[config.mk]
export PLATFORM = sky130hd
export DESIGN_NAME = flow_table_range_match_flat
export DESIGN_NICKNAME = d
export VERILOG_FILES = /design/src/ftrm_pkg.sv /design/src/ftrm_channels.sv /design/src/ftrm_ram.sv /design/src/flow_table_range_match.sv /design/src/flat_wrapper.sv
export VERILOG_INCLUDE_DIRS = /design/src /design/src/src
export SDC_FILE = /design/constraint.sdc
export NUM_CORES = 2
export LEC_CHECK = 0
export BUFFER_PORTS_ARGS = -buffer_cell sky130_fd_sc_hd__buf_4
export CELL_PAD_IN_SITES_DETAIL_PLACEMENT = 1
export CELL_PAD_IN_SITES_GLOBAL_PLACEMENT = 1
export CORE_ASPECT_RATIO = 0.6
export CORE_MARGIN = 2
export CORE_UTILIZATION = 45
export CTS_CLUSTER_DIAMETER = 30
export DETAILED_ROUTE_END_ITERATION = 12
export GPL_TIMING_DRIVEN = 0
export PLACE_DENSITY_LB_ADDON = 0.3
export SYNTH_ARGS = -nofsm -noshare
export SYNTH_HDL_FRONTEND = slang
export SYNTH_HIERARCHICAL = 1
export SYNTH_SLANG_ARGS = --single-unit
export TNS_END_PERCENT = 30
[constraint.sdc]
create_clock -name clk -period 9.85 [get_ports clk]
set_clock_uncertainty 0.1 [all_clocks]
set_input_delay 0.985 -clock clk [delete_from_list [all_inputs] [get_ports clk]]
set_output_delay 0.985 -clock clk [all_outputs]
set_load 0.02 [all_outputs]
[src/flow_table_range_match_macros.svh]
// Assertion helpers used by the flow table RTL.
`ifndef FLOW_TABLE_RANGE_MATCH_MACROS_SVH
`define FLOW_TABLE_RANGE_MATCH_MACROS_SVH

// Same-cycle implication, checked on every rising edge outside reset.
`define FTRM_ASSERT_NOW(label, ante, cons, msg) \
    label: assert property (@(posedge clk) disable iff (!rst_n) (ante) |-> (cons)) \
        else $error(msg);

// Next-cycle implication, checked on every rising edge outside reset.
`define FTRM_ASSERT_NEXT(label, ante, cons, msg) \
    label: assert property (@(posedge clk) disable iff (!rst_n) (ante) |=> (cons)) \
        else $error(msg);

`endif

[src/ftrm_pkg.sv]
`default_nettype none

package ftrm_pkg;

    localparam int COUNT_W   = 32;
    localparam int ENTRY_W   = 6;
    localparam int DEC_W     = 2;
    localparam int PORT_W    = 2;
    localparam int CFG_IDX_W = 2;

    localparam int HOME_HIGH_RESET = 1023;

    localparam logic [CFG_IDX_W-1:0] REG_HOME_LOW  = 2'd0;
    localparam logic [CFG_IDX_W-1:0] REG_HOME_HIGH = 2'd1;

    localparam logic [DEC_W-1:0] DEC_HERE  = 2'd0;
    localparam logic [DEC_W-1:0] DEC_PORT1 = 2'd1;
    localparam logic [DEC_W-1:0] DEC_PORT2 = 2'd2;
    localparam logic [DEC_W-1:0] DEC_MISS  = 2'd3;

    localparam logic [PORT_W-1:0] PORT_ONE = 2'd1;
    localparam logic [PORT_W-1:0] PORT_TWO = 2'd2;

    typedef enum logic [2:0] {
        S_IDLE = 3'b001,
        S_WALK = 3'b010,
        S_DONE = 3'b100
    } state_t;

    function automatic logic [COUNT_W-1:0] sat_inc(input logic [COUNT_W-1:0] c);
        logic [COUNT_W-1:0] r;
        r = (c == '1) ? c : c + COUNT_W'(1);
        return r;
    endfunction

    // Drop, local and "no port" all end here; only ports 1 and 2 relay.
    function automatic logic [DEC_W-1:0] action_decision(
        input logic              fwd,
        input logic [PORT_W-1:0] port
    );
        logic [DEC_W-1:0] d;
        d = DEC_HERE;
        if (fwd)
        begin
            unique case (port)
                PORT_ONE: d = DEC_PORT1;
                PORT_TWO: d = DEC_PORT2;
                default:  d = DEC_HERE;
            endcase
        end
        return d;
    endfunction

endpackage

`default_nettype wire

[src/ftrm_channels.sv]
`default_nettype none

interface ftrm_pkt_if #(parameter int ADDR_BITS = 10);
    logic                          valid;
    logic                          ready;
    logic                          mode;
    logic [ADDR_BITS-1:0]          dst_ip;
    logic [ADDR_BITS-1:0]          rule_low;
    logic [ADDR_BITS-1:0]          rule_high;
    logic                          rule_forward;
    logic [ftrm_pkg::PORT_W-1:0]   rule_port;

    modport source (output valid, mode, dst_ip, rule_low, rule_high, rule_forward,
                    rule_port, input ready);
    modport sink   (input valid, mode, dst_ip, rule_low, rule_high, rule_forward,
                    rule_port, output ready);
endinterface

interface ftrm_res_if;
    logic                           valid;
    logic                           ready;
    logic [ftrm_pkg::DEC_W-1:0]     decision;
    logic [ftrm_pkg::ENTRY_W-1:0]   matched_entry;
    logic [ftrm_pkg::COUNT_W-1:0]   hit_count;
    logic                           add_rejected;

    modport source (output valid, decision, matched_entry, hit_count, add_rejected,
                    input ready);
    modport sink   (input valid, decision, matched_entry, hit_count, add_rejected,
                    output ready);
endinterface

interface ftrm_cfg_if #(parameter int ADDR_BITS = 10);
    logic                            valid;
    logic                            ready;
    logic [ftrm_pkg::CFG_IDX_W-1:0]  index;
    logic [ADDR_BITS-1:0]            data;

    modport source (output valid, index, data, input ready);
    modport sink   (input valid, index, data, output ready);
endinterface

`default_nettype wire

[src/ftrm_ram.sv]
`default_nettype none

module ftrm_ram #(
    parameter int WIDTH = 55,
    parameter int DEPTH = 63,
    localparam int AW   = (DEPTH > 1) ? $clog2(DEPTH) : 1
) (
    input  wire logic                  clk,
    input  wire logic                  we,
    input  wire logic [AW-1:0]         waddr,
    input  wire logic [WIDTH-1:0]      wdata,
    input  wire logic [AW-1:0]         raddr,
    output logic      [WIDTH-1:0]      rdata
);

    logic [WIDTH-1:0] mem_reg [DEPTH];
    logic [WIDTH-1:0] rd_data_reg;

    always_ff @(posedge clk)
    begin
        if (we)
        begin
            mem_reg[waddr] <= wdata;
        end
        rd_data_reg <= mem_reg[raddr];
    end

    assign rdata = rd_data_reg;

endmodule

`default_nettype wire

[src/flow_table_range_match.sv]
// A home hit or an empty table goes from accept straight to the done state and then
// into the output register; a walk stops at the first matching rule or after the last.
// Throughput: one item at a time, the walk reading one rule per cycle from the rule
// memory (one read port, one write port).
// Reset: home range 0..1023, home count and rule count cleared; rule memory is not
// cleared, entries past the rule count are never checked.
`default_nettype none
`include "flow_table_range_match_macros.svh"

module flow_table_range_match #(
    parameter int TABLE_DEPTH = 64,
    parameter int ADDR_BITS   = 10
) (
    input  wire logic   clk,
    input  wire logic   rst_n,
    ftrm_cfg_if.sink    cfg,
    ftrm_pkt_if.sink    pkt,
    ftrm_res_if.source  res
);

    localparam int RULE_SLOTS = TABLE_DEPTH - 1;
    localparam int IW         = (RULE_SLOTS > 1) ? $clog2(RULE_SLOTS) : 1;
    localparam int CW         = $clog2(TABLE_DEPTH);
    localparam int CNT_W      = ftrm_pkg::COUNT_W;
    localparam int RULE_W     = 2 * ADDR_BITS + 1 + ftrm_pkg::PORT_W;
    localparam int MEM_W      = RULE_W + CNT_W;
    localparam int ENT_W      = ftrm_pkg::ENTRY_W;

    ftrm_pkg::state_t state_reg, state_next;

    logic [ADDR_BITS-1:0]        home_low_reg, home_low_next;
    logic [ADDR_BITS-1:0]        home_high_reg, home_high_next;
    logic [CNT_W-1:0]            home_hits_reg, home_hits_next;
    logic [CW-1:0]               used_reg, used_next;
    logic [CW-1:0]               issue_reg, issue_next;
    logic [CW-1:0]               chk_reg, chk_next;
    logic                        chk_vld_reg, chk_vld_next;
    logic [ADDR_BITS-1:0]        dst_reg, dst_next;

    logic [ftrm_pkg::DEC_W-1:0]  res_dec_reg, res_dec_next;
    logic [CW-1:0]               res_ent_reg, res_ent_next;
    logic [CNT_W-1:0]            res_cnt_reg, res_cnt_next;
    logic                        res_rej_reg, res_rej_next;

    logic                        out_vld_reg, out_vld_next;
    logic [ftrm_pkg::DEC_W-1:0]  out_dec_reg, out_dec_next;
    logic [ENT_W-1:0]            out_ent_reg, out_ent_next;
    logic [CNT_W-1:0]            out_cnt_reg, out_cnt_next;
    logic                        out_rej_reg, out_rej_next;

    logic                        accept;
    logic                        full;
    logic                        do_add;
    logic [CW-1:0]               used_after;
    logic                        home_hit;
    logic [CNT_W-1:0]            home_bumped;
    logic                        load_out;
    logic [CW+ENT_W-1:0]         ent_wide;

    logic                        mem_we;
    logic [IW-1:0]               mem_waddr;
    logic [MEM_W-1:0]            mem_wdata;
    logic [MEM_W-1:0]            mem_rdata;

    logic [ADDR_BITS-1:0]        r_low;
    logic [ADDR_BITS-1:0]        r_high;
    logic                        r_fwd;
    logic [ftrm_pkg::PORT_W-1:0] r_port;
    logic [CNT_W-1:0]            r_cnt;
    logic [CNT_W-1:0]            r_bumped;
    logic                        r_hit;
    logic                        r_last;

    ftrm_ram #(
        .WIDTH (MEM_W),
        .DEPTH (RULE_SLOTS)
    ) u_rule_ram (
        .clk   (clk),
        .we    (mem_we),
        .waddr (mem_waddr),
        .wdata (mem_wdata),
        .raddr (issue_reg[IW-1:0]),
        .rdata (mem_rdata)
    );

    // rule word: low, high, forward, port, hit count
    assign r_low    = mem_rdata[MEM_W-1 -: ADDR_BITS];
    assign r_high   = mem_rdata[MEM_W-1-ADDR_BITS -: ADDR_BITS];
    assign r_fwd    = mem_rdata[CNT_W + ftrm_pkg::PORT_W];
    assign r_port   = mem_rdata[CNT_W +: ftrm_pkg::PORT_W];
    assign r_cnt    = mem_rdata[CNT_W-1:0];
    assign r_bumped = ftrm_pkg::sat_inc(r_cnt);

    assign r_hit  = (state_reg == ftrm_pkg::S_WALK) && chk_vld_reg
                    && (r_low <= dst_reg) && (dst_reg <= r_high);
    assign r_last = (CW'(chk_reg + CW'(1)) == used_reg);

    assign pkt.ready  = (state_reg == ftrm_pkg::S_IDLE);
    assign cfg.ready  = 1'b1;
    assign accept     = pkt.valid && pkt.ready;
    assign full       = (used_reg == CW'(RULE_SLOTS));
    assign do_add     = accept && pkt.mode && !full;
    assign used_after = do_add ? CW'(used_reg + CW'(1)) : used_reg;
    assign home_hit   = (home_low_reg <= pkt.dst_ip) && (pkt.dst_ip <= home_high_reg);
    assign home_bumped = ftrm_pkg::sat_inc(home_hits_reg);

    // New rule goes in at accept; a hit writes back its bumped count.
    assign mem_we    = do_add || r_hit;
    assign mem_waddr = do_add ? used_reg[IW-1:0] : chk_reg[IW-1:0];
    assign mem_wdata = do_add
                     ? {pkt.rule_low, pkt.rule_high, pkt.rule_forward, pkt.rule_port,
                        CNT_W'(0)}
                     : {mem_rdata[MEM_W-1:CNT_W], r_bumped};

    assign load_out = (state_reg == ftrm_pkg::S_DONE) && (!out_vld_reg || res.ready);
    assign ent_wide = (CW+ENT_W)'(res_ent_reg);

    always_comb
    begin
        home_low_next  = home_low_reg;
        home_high_next = home_high_reg;
        if (cfg.valid && cfg.ready)
        begin
            unique case (cfg.index)
                ftrm_pkg::REG_HOME_LOW:  home_low_next  = cfg.data;
                ftrm_pkg::REG_HOME_HIGH: home_high_next = cfg.data;
                default: ;
            endcase
        end
    end

    always_comb
    begin
        state_next     = state_reg;
        home_hits_next = home_hits_reg;
        used_next      = used_reg;
        issue_next     = issue_reg;
        chk_next       = chk_reg;
        chk_vld_next   = chk_vld_reg;
        dst_next       = dst_reg;
        res_dec_next   = res_dec_reg;
        res_ent_next   = res_ent_reg;
        res_cnt_next   = res_cnt_reg;
        res_rej_next   = res_rej_reg;

        unique case (state_reg)
            ftrm_pkg::S_IDLE:
            begin
                if (accept)
                begin
                    dst_next     = pkt.dst_ip;
                    res_rej_next = pkt.mode && full;
                    used_next    = used_after;
                    issue_next   = '0;
                    chk_vld_next = 1'b0;
                    if (home_hit)
                    begin
                        home_hits_next = home_bumped;
                        res_dec_next   = ftrm_pkg::DEC_HERE;
                        res_ent_next   = '0;
                        res_cnt_next   = home_bumped;
                        state_next     = ftrm_pkg::S_DONE;
                    end
                    else if (used_after == '0)
                    begin
                        res_dec_next = ftrm_pkg::DEC_MISS;
                        res_ent_next = '0;
                        res_cnt_next = '0;
                        state_next   = ftrm_pkg::S_DONE;
                    end
                    else
                    begin
                        state_next = ftrm_pkg::S_WALK;
                    end
                end
            end

            ftrm_pkg::S_WALK:
            begin
                if (issue_reg != used_reg)
                begin
                    issue_next   = CW'(issue_reg + CW'(1));
                    chk_next     = issue_reg;
                    chk_vld_next = 1'b1;
                end
                else
                begin
                    chk_vld_next = 1'b0;
                end

                if (r_hit)
                begin
                    res_dec_next = ftrm_pkg::action_decision(r_fwd, r_port);
                    res_ent_next = CW'(chk_reg + CW'(1));
                    res_cnt_next = r_bumped;
                    chk_vld_next = 1'b0;
                    state_next   = ftrm_pkg::S_DONE;
                end
                else if (chk_vld_reg && r_last)
                begin
                    res_dec_next = ftrm_pkg::DEC_MISS;
                    res_ent_next = '0;
                    res_cnt_next = '0;
                    chk_vld_next = 1'b0;
                    state_next   = ftrm_pkg::S_DONE;
                end
            end

            ftrm_pkg::S_DONE:
            begin
                if (load_out)
                begin
                    state_next = ftrm_pkg::S_IDLE;
                end
            end

            default:
            begin
                state_next = ftrm_pkg::S_IDLE;
            end
        endcase
    end

    always_comb
    begin
        out_dec_next = out_dec_reg;
        out_ent_next = out_ent_reg;
        out_cnt_next = out_cnt_reg;
        out_rej_next = out_rej_reg;
        out_vld_next = out_vld_reg && !res.ready;
        if (load_out)
        begin
            out_vld_next = 1'b1;
            out_dec_next = res_dec_reg;
            out_ent_next = ent_wide[ENT_W-1:0];
            out_cnt_next = res_cnt_reg;
            out_rej_next = res_rej_reg;
        end
    end

    always_ff @(posedge clk or negedge rst_n)
    begin
        if (!rst_n)
        begin
            state_reg     <= ftrm_pkg::S_IDLE;
            home_low_reg  <= '0;
            home_high_reg <= ADDR_BITS'(ftrm_pkg::HOME_HIGH_RESET);
            home_hits_reg <= '0;
            used_reg      <= '0;
            issue_reg     <= '0;
            chk_vld_reg   <= 1'b0;
            out_vld_reg   <= 1'b0;
        end
        else
        begin
            state_reg     <= state_next;
            home_low_reg  <= home_low_next;
            home_high_reg <= home_high_next;
            home_hits_reg <= home_hits_next;
            used_reg      <= used_next;
            issue_reg     <= issue_next;
            chk_vld_reg   <= chk_vld_next;
            out_vld_reg   <= out_vld_next;
        end
    end

    always_ff @(posedge clk)
    begin
        chk_reg     <= chk_next;
        dst_reg     <= dst_next;
        res_dec_reg <= res_dec_next;
        res_ent_reg <= res_ent_next;
        res_cnt_reg <= res_cnt_next;
        res_rej_reg <= res_rej_next;
        out_dec_reg <= out_dec_next;
        out_ent_reg <= out_ent_next;
        out_cnt_reg <= out_cnt_next;
        out_rej_reg <= out_rej_next;
    end

    assign res.valid         = out_vld_reg;
    assign res.decision      = out_dec_reg;
    assign res.matched_entry = out_ent_reg;
    assign res.hit_count     = out_cnt_reg;
    assign res.add_rejected  = out_rej_reg;

    `FTRM_ASSERT_NOW(a_chk_in_range, chk_vld_reg, chk_reg < used_reg,
        "rule check beyond stored rule count")
    `FTRM_ASSERT_NEXT(a_add_grows, do_add, used_reg == CW'($past(used_reg) + CW'(1)),
        "accepted add did not grow the rule count")
    `FTRM_ASSERT_NEXT(a_home_monotonic, 1'b1, home_hits_reg >= $past(home_hits_reg),
        "home hit count went down")
    `FTRM_ASSERT_NOW(a_miss_clean, res.valid && (res.decision == ftrm_pkg::DEC_MISS),
        (res.matched_entry == '0) && (res.hit_count == '0),
        "miss result carries entry or count")

endmodule

`default_nettype wire

[src/flat_wrapper.sv]
// flat-port wrapper written by rule: the top's interface ports become plain ports
module flow_table_range_match_flat 
#(
    parameter int TABLE_DEPTH = 64,
    parameter int ADDR_BITS   = 10
)
  (clk, rst_n, cfg_valid, cfg_index, cfg_data, cfg_ready, pkt_valid, pkt_mode, pkt_dst_ip, pkt_rule_low, pkt_rule_high, pkt_rule_forward, pkt_rule_port, pkt_ready, res_valid, res_decision, res_matched_entry, res_hit_count, res_add_rejected, res_ready);
  ftrm_cfg_if #(.ADDR_BITS(ADDR_BITS)) cfg_i ();
  ftrm_pkt_if #(.ADDR_BITS(ADDR_BITS)) pkt_i ();
  ftrm_res_if res_i ();
  input  wire logic clk;
  input  wire logic rst_n;
  input wire logic [$bits(cfg_i.valid)-1:0] cfg_valid;
  input wire logic [$bits(cfg_i.index)-1:0] cfg_index;
  input wire logic [$bits(cfg_i.data)-1:0] cfg_data;
  output wire logic [$bits(cfg_i.ready)-1:0] cfg_ready;
  input wire logic [$bits(pkt_i.valid)-1:0] pkt_valid;
  input wire logic [$bits(pkt_i.mode)-1:0] pkt_mode;
  input wire logic [$bits(pkt_i.dst_ip)-1:0] pkt_dst_ip;
  input wire logic [$bits(pkt_i.rule_low)-1:0] pkt_rule_low;
  input wire logic [$bits(pkt_i.rule_high)-1:0] pkt_rule_high;
  input wire logic [$bits(pkt_i.rule_forward)-1:0] pkt_rule_forward;
  input wire logic [$bits(pkt_i.rule_port)-1:0] pkt_rule_port;
  output wire logic [$bits(pkt_i.ready)-1:0] pkt_ready;
  output wire logic [$bits(res_i.valid)-1:0] res_valid;
  output wire logic [$bits(res_i.decision)-1:0] res_decision;
  output wire logic [$bits(res_i.matched_entry)-1:0] res_matched_entry;
  output wire logic [$bits(res_i.hit_count)-1:0] res_hit_count;
  output wire logic [$bits(res_i.add_rejected)-1:0] res_add_rejected;
  input wire logic [$bits(res_i.ready)-1:0] res_ready;
  assign cfg_i.valid = cfg_valid;
  assign cfg_i.index = cfg_index;
  assign cfg_i.data = cfg_data;
  assign cfg_ready = cfg_i.ready;
  assign pkt_i.valid = pkt_valid;
  assign pkt_i.mode = pkt_mode;
  assign pkt_i.dst_ip = pkt_dst_ip;
  assign pkt_i.rule_low = pkt_rule_low;
  assign pkt_i.rule_high = pkt_rule_high;
  assign pkt_i.rule_forward = pkt_rule_forward;
  assign pkt_i.rule_port = pkt_rule_port;
  assign pkt_ready = pkt_i.ready;
  assign res_valid = res_i.valid;
  assign res_decision = res_i.decision;
  assign res_matched_entry = res_i.matched_entry;
  assign res_hit_count = res_i.hit_count;
  assign res_add_rejected = res_i.add_rejected;
  assign res_i.ready = res_ready;
  flow_table_range_match #(.TABLE_DEPTH(TABLE_DEPTH), .ADDR_BITS(ADDR_BITS)) u_core (.clk(clk), .rst_n(rst_n), .cfg(cfg_i), .pkt(pkt_i), .res(res_i));
endmodule
==> results.tsv <==
metric	value	unit
rsz0062_at_grt	false	
cp.arrival	7.84	ns
power_density	267	mW/mm^2
start_kind	flop	
violations	capacitance limit, slew limit	
final_antenna_net_count	0	
clockBufferDepth	4	
initial_core_util	0.453	
die_y	442	microns
placed_cells	11500	
dp_hpwl	382000	microns
area_growth	20.3	%
yosys.area.top_type	edfxtp_1	
largest_reg_flops	3465	
status	finished, violations left	
syn_nets	7043	
fmax	0.137	GHz
clock-sinks	3687	
via_per_inst	6.75	
hold_viol	0	
overflow	0	
slew_headroom	-0.168	
syn-instance-count	6947	
fp.dieArea	0.324	sq mm
placement_rows	160	
ys_seq_area_frac	0.765	
cts-htree-levels	5	
end_kind	flop	
clock_latency	0.98	ns
synthFlopType	edfxtp_1	
drive_gt1_frac	0.299	
ir_drop	213	uV
fin_crit	7.30	ns
fin_cells	12500	
drtIter0Drc	16000	
worst_slack	2.55	ns
grt_antenna_before_repair	48	
fin_crit_sh	0.741	
path_buf_inv	8	
drt_wl_total	546000	microns
pre_cts_slack	2.79	ns
cts_buffers	488	
tightest_slew	1.75	ns
cts_resized	0	
cp_slowest_cell	nor3_2	
setup_viol	0	
cts_post_setup_buffers_inserted	0	
hp-class	primary input to asynchronous set/reset pin	
grt_pass1_vias	81100	
wl_per_cell	43.9	microns
ys_async_sr_fraction	0.0187	
port_buffers	93	
clk_pin_slew_worst_paths	0.06	ns
gr-usage-all-layers	0.333	
cp_top_family	buffers and inverters	
slowest_delay	0.79	ns
tns	0	ns
crit_chain	ha_1, and2_0, a221o_1, a2111oi_0, o22ai_1, clkbuf_1, o21ai_0, nor4bb_1, nand2_1, nor3_2, buf_6, buf_4, buf_6, buf_6, buf_6, buf_6, buf_4	
synth_edf_count	3563	
yosysMostFrequentCell	edfxtp_1	
path_max_fanout	10	
gp_congestion	0.950	
coreArea	0.317	sq mm
yosys-top-cells-area	edfxtp_1, mux4_2, mux2i_1	
ys_top_cells_by_count	edfxtp_1, mux4_2, mux2i_1	
nets	7896	
synth_warnings	6	
die_w	733	microns
pin_count	95	
syn-cell-area	0.144	sq mm
synthDistinctLibCells	83	
required	10.38	ns
cts_tree	done	
cts_hold_buffers	0	
grt_pass1_wl	725000	microns
dr_total_vias	84100	
synth_top_area_frac	0.745	
total_power	46.1	mW
crit_top_cell	buf_6	
grt_max_degree	70	
ys_ff_latch	3687	
drv_slew	86	
critPathKind	flop to flop	
maxCapViolations	10	
cts_root_buffer	clkbuf_16	
drc	0	
firstDrtPassIters	6	
leakage	55.0	nW
syn_area_per_cell	20.7	sq um
==> metal layers <==
metal | track usage | share of wire | vias to the layer above
met3 | 0.197 | 0.20 | 1163
met4 | 0.109 | 0.038 | 52
met5 | 0 | 0.0019 | -
li1 | - | - | 30600
met2 | 0.429 | 0.39 | 7608
met1 | 0.465 | 0.37 | 44700
==> stage by stage <==
step | utilization | cell area [sq um] | hold WS, ns
2_1_floorplan | - | 144000 | 0.300
3_3_place_gp | 0.472 | 150000 | 0.306
3_5_place_dp | 0.491 | 156000 | 0.306
4_1_cts | 0.544 | 173000 | 0.0962
5_1_grt | 0.545 | 173000 | 0.135
6_report | 0.545 | 173000 | 0.0980
==> cells in the final DEF (no fill, tap or decap), types with 31 or more instances in the layout <==
cell | Yosys | final
ha_1 | 45 | 45
a22oi_1 | 31 | 31
mux4_2 | 749 | 749
buf_6 | 37 | 51
bufinv_16 | 0 | 64
buf_12 | 0 | 217
o22ai_1 | 109 | 109
mux2_2 | 111 | 106
clkbuf_16 | 0 | 494
dfrtp_1 | 58 | 58
nor2_1 | 235 | 139
clkinv_4 | 0 | 66
inv_6 | 0 | 65
dfxtp_1 | 55 | 55
buf_4 | 68 | 170
nor2_4 | 1 | 94
edfxtp_1 | 3563 | 3563
nand2_1 | 337 | 337
xor2_1 | 46 | 46
clkbuf_1 | 140 | 161
nor3_1 | 42 | 37
clkinv_2 | 0 | 63
inv_1 | 61 | 61
mux2i_1 | 406 | 400
a21oi_1 | 75 | 75
buf_2 | 107 | 112
nand3_1 | 48 | 48
clkinvlp_4 | 0 | 53
xnor2_1 | 64 | 64
a32oi_1 | 41 | 41
clkinv_1 | 1 | 40
o21ai_0 | 120 | 108
==> cells by family after synthesis <==
family                   share of synthesized area
buffers and inverters                       0.0168
flip-flops                                   0.765
AND/OR/NAND/NOR                             0.0247
adder cells (fa/ha/maj)                    0.00392
AO/OA/AOI/OAI                               0.0286
multiplexers                                 0.155
other                                    0.0000261
XOR/XNOR                                   0.00682
==> where the power goes <==
part,leakage [nW],switching (mW),total (mW),internal [mW]
sequential,33.5,0.196,19.0,18.8
combinational,13.3,5.87,8.66,2.79
clock,8.18,7.45,18.5,11.0
total,55.0,13.5,46.1,32.6
==> final cells by class <==
| class | count | area [sq um] |
|---|---|---|
| clock buffers | 529 | 12500 |
| diodes | 19 | 47.5 |
| inverters | 62 | 233 |
| flip-flops and latches | 3687 | 110000 |
| plain buffers | 386 | 2200 |
| well taps | 4212 | 5270 |
| fillers | 27600 | 144000 |
| multi-input cells | 2812 | 32300 |
| repair buffers | 363 | 5920 |
| clock inverters | 386 | 4480 |
==> final timing paths <==
kind,from,endpoint,slack [ns],cells after the start
worst min-delay path,rst_n,u_core/home_hits_reg[4],0.1,1
worst max register to register,u_core/u_rule_ram/rdata[50],u_core/u_rule_ram/mem_reg[34][4],2.55,17
worst min register to register,u_core/res_cnt_reg[26],u_core/res.hit_count[26],0.31,0
min in group clk,pkt_dst_ip[1],u_core/dst_reg[1],0.15,1
worst max-delay path,u_core/u_rule_ram/rdata[50],u_core/u_rule_ram/mem_reg[34][4],2.55,17
max in group asynchronous,rst_n,u_core/issue_reg[4],8.88,1
No activity file was read; power rests on OpenSTA's default activity.
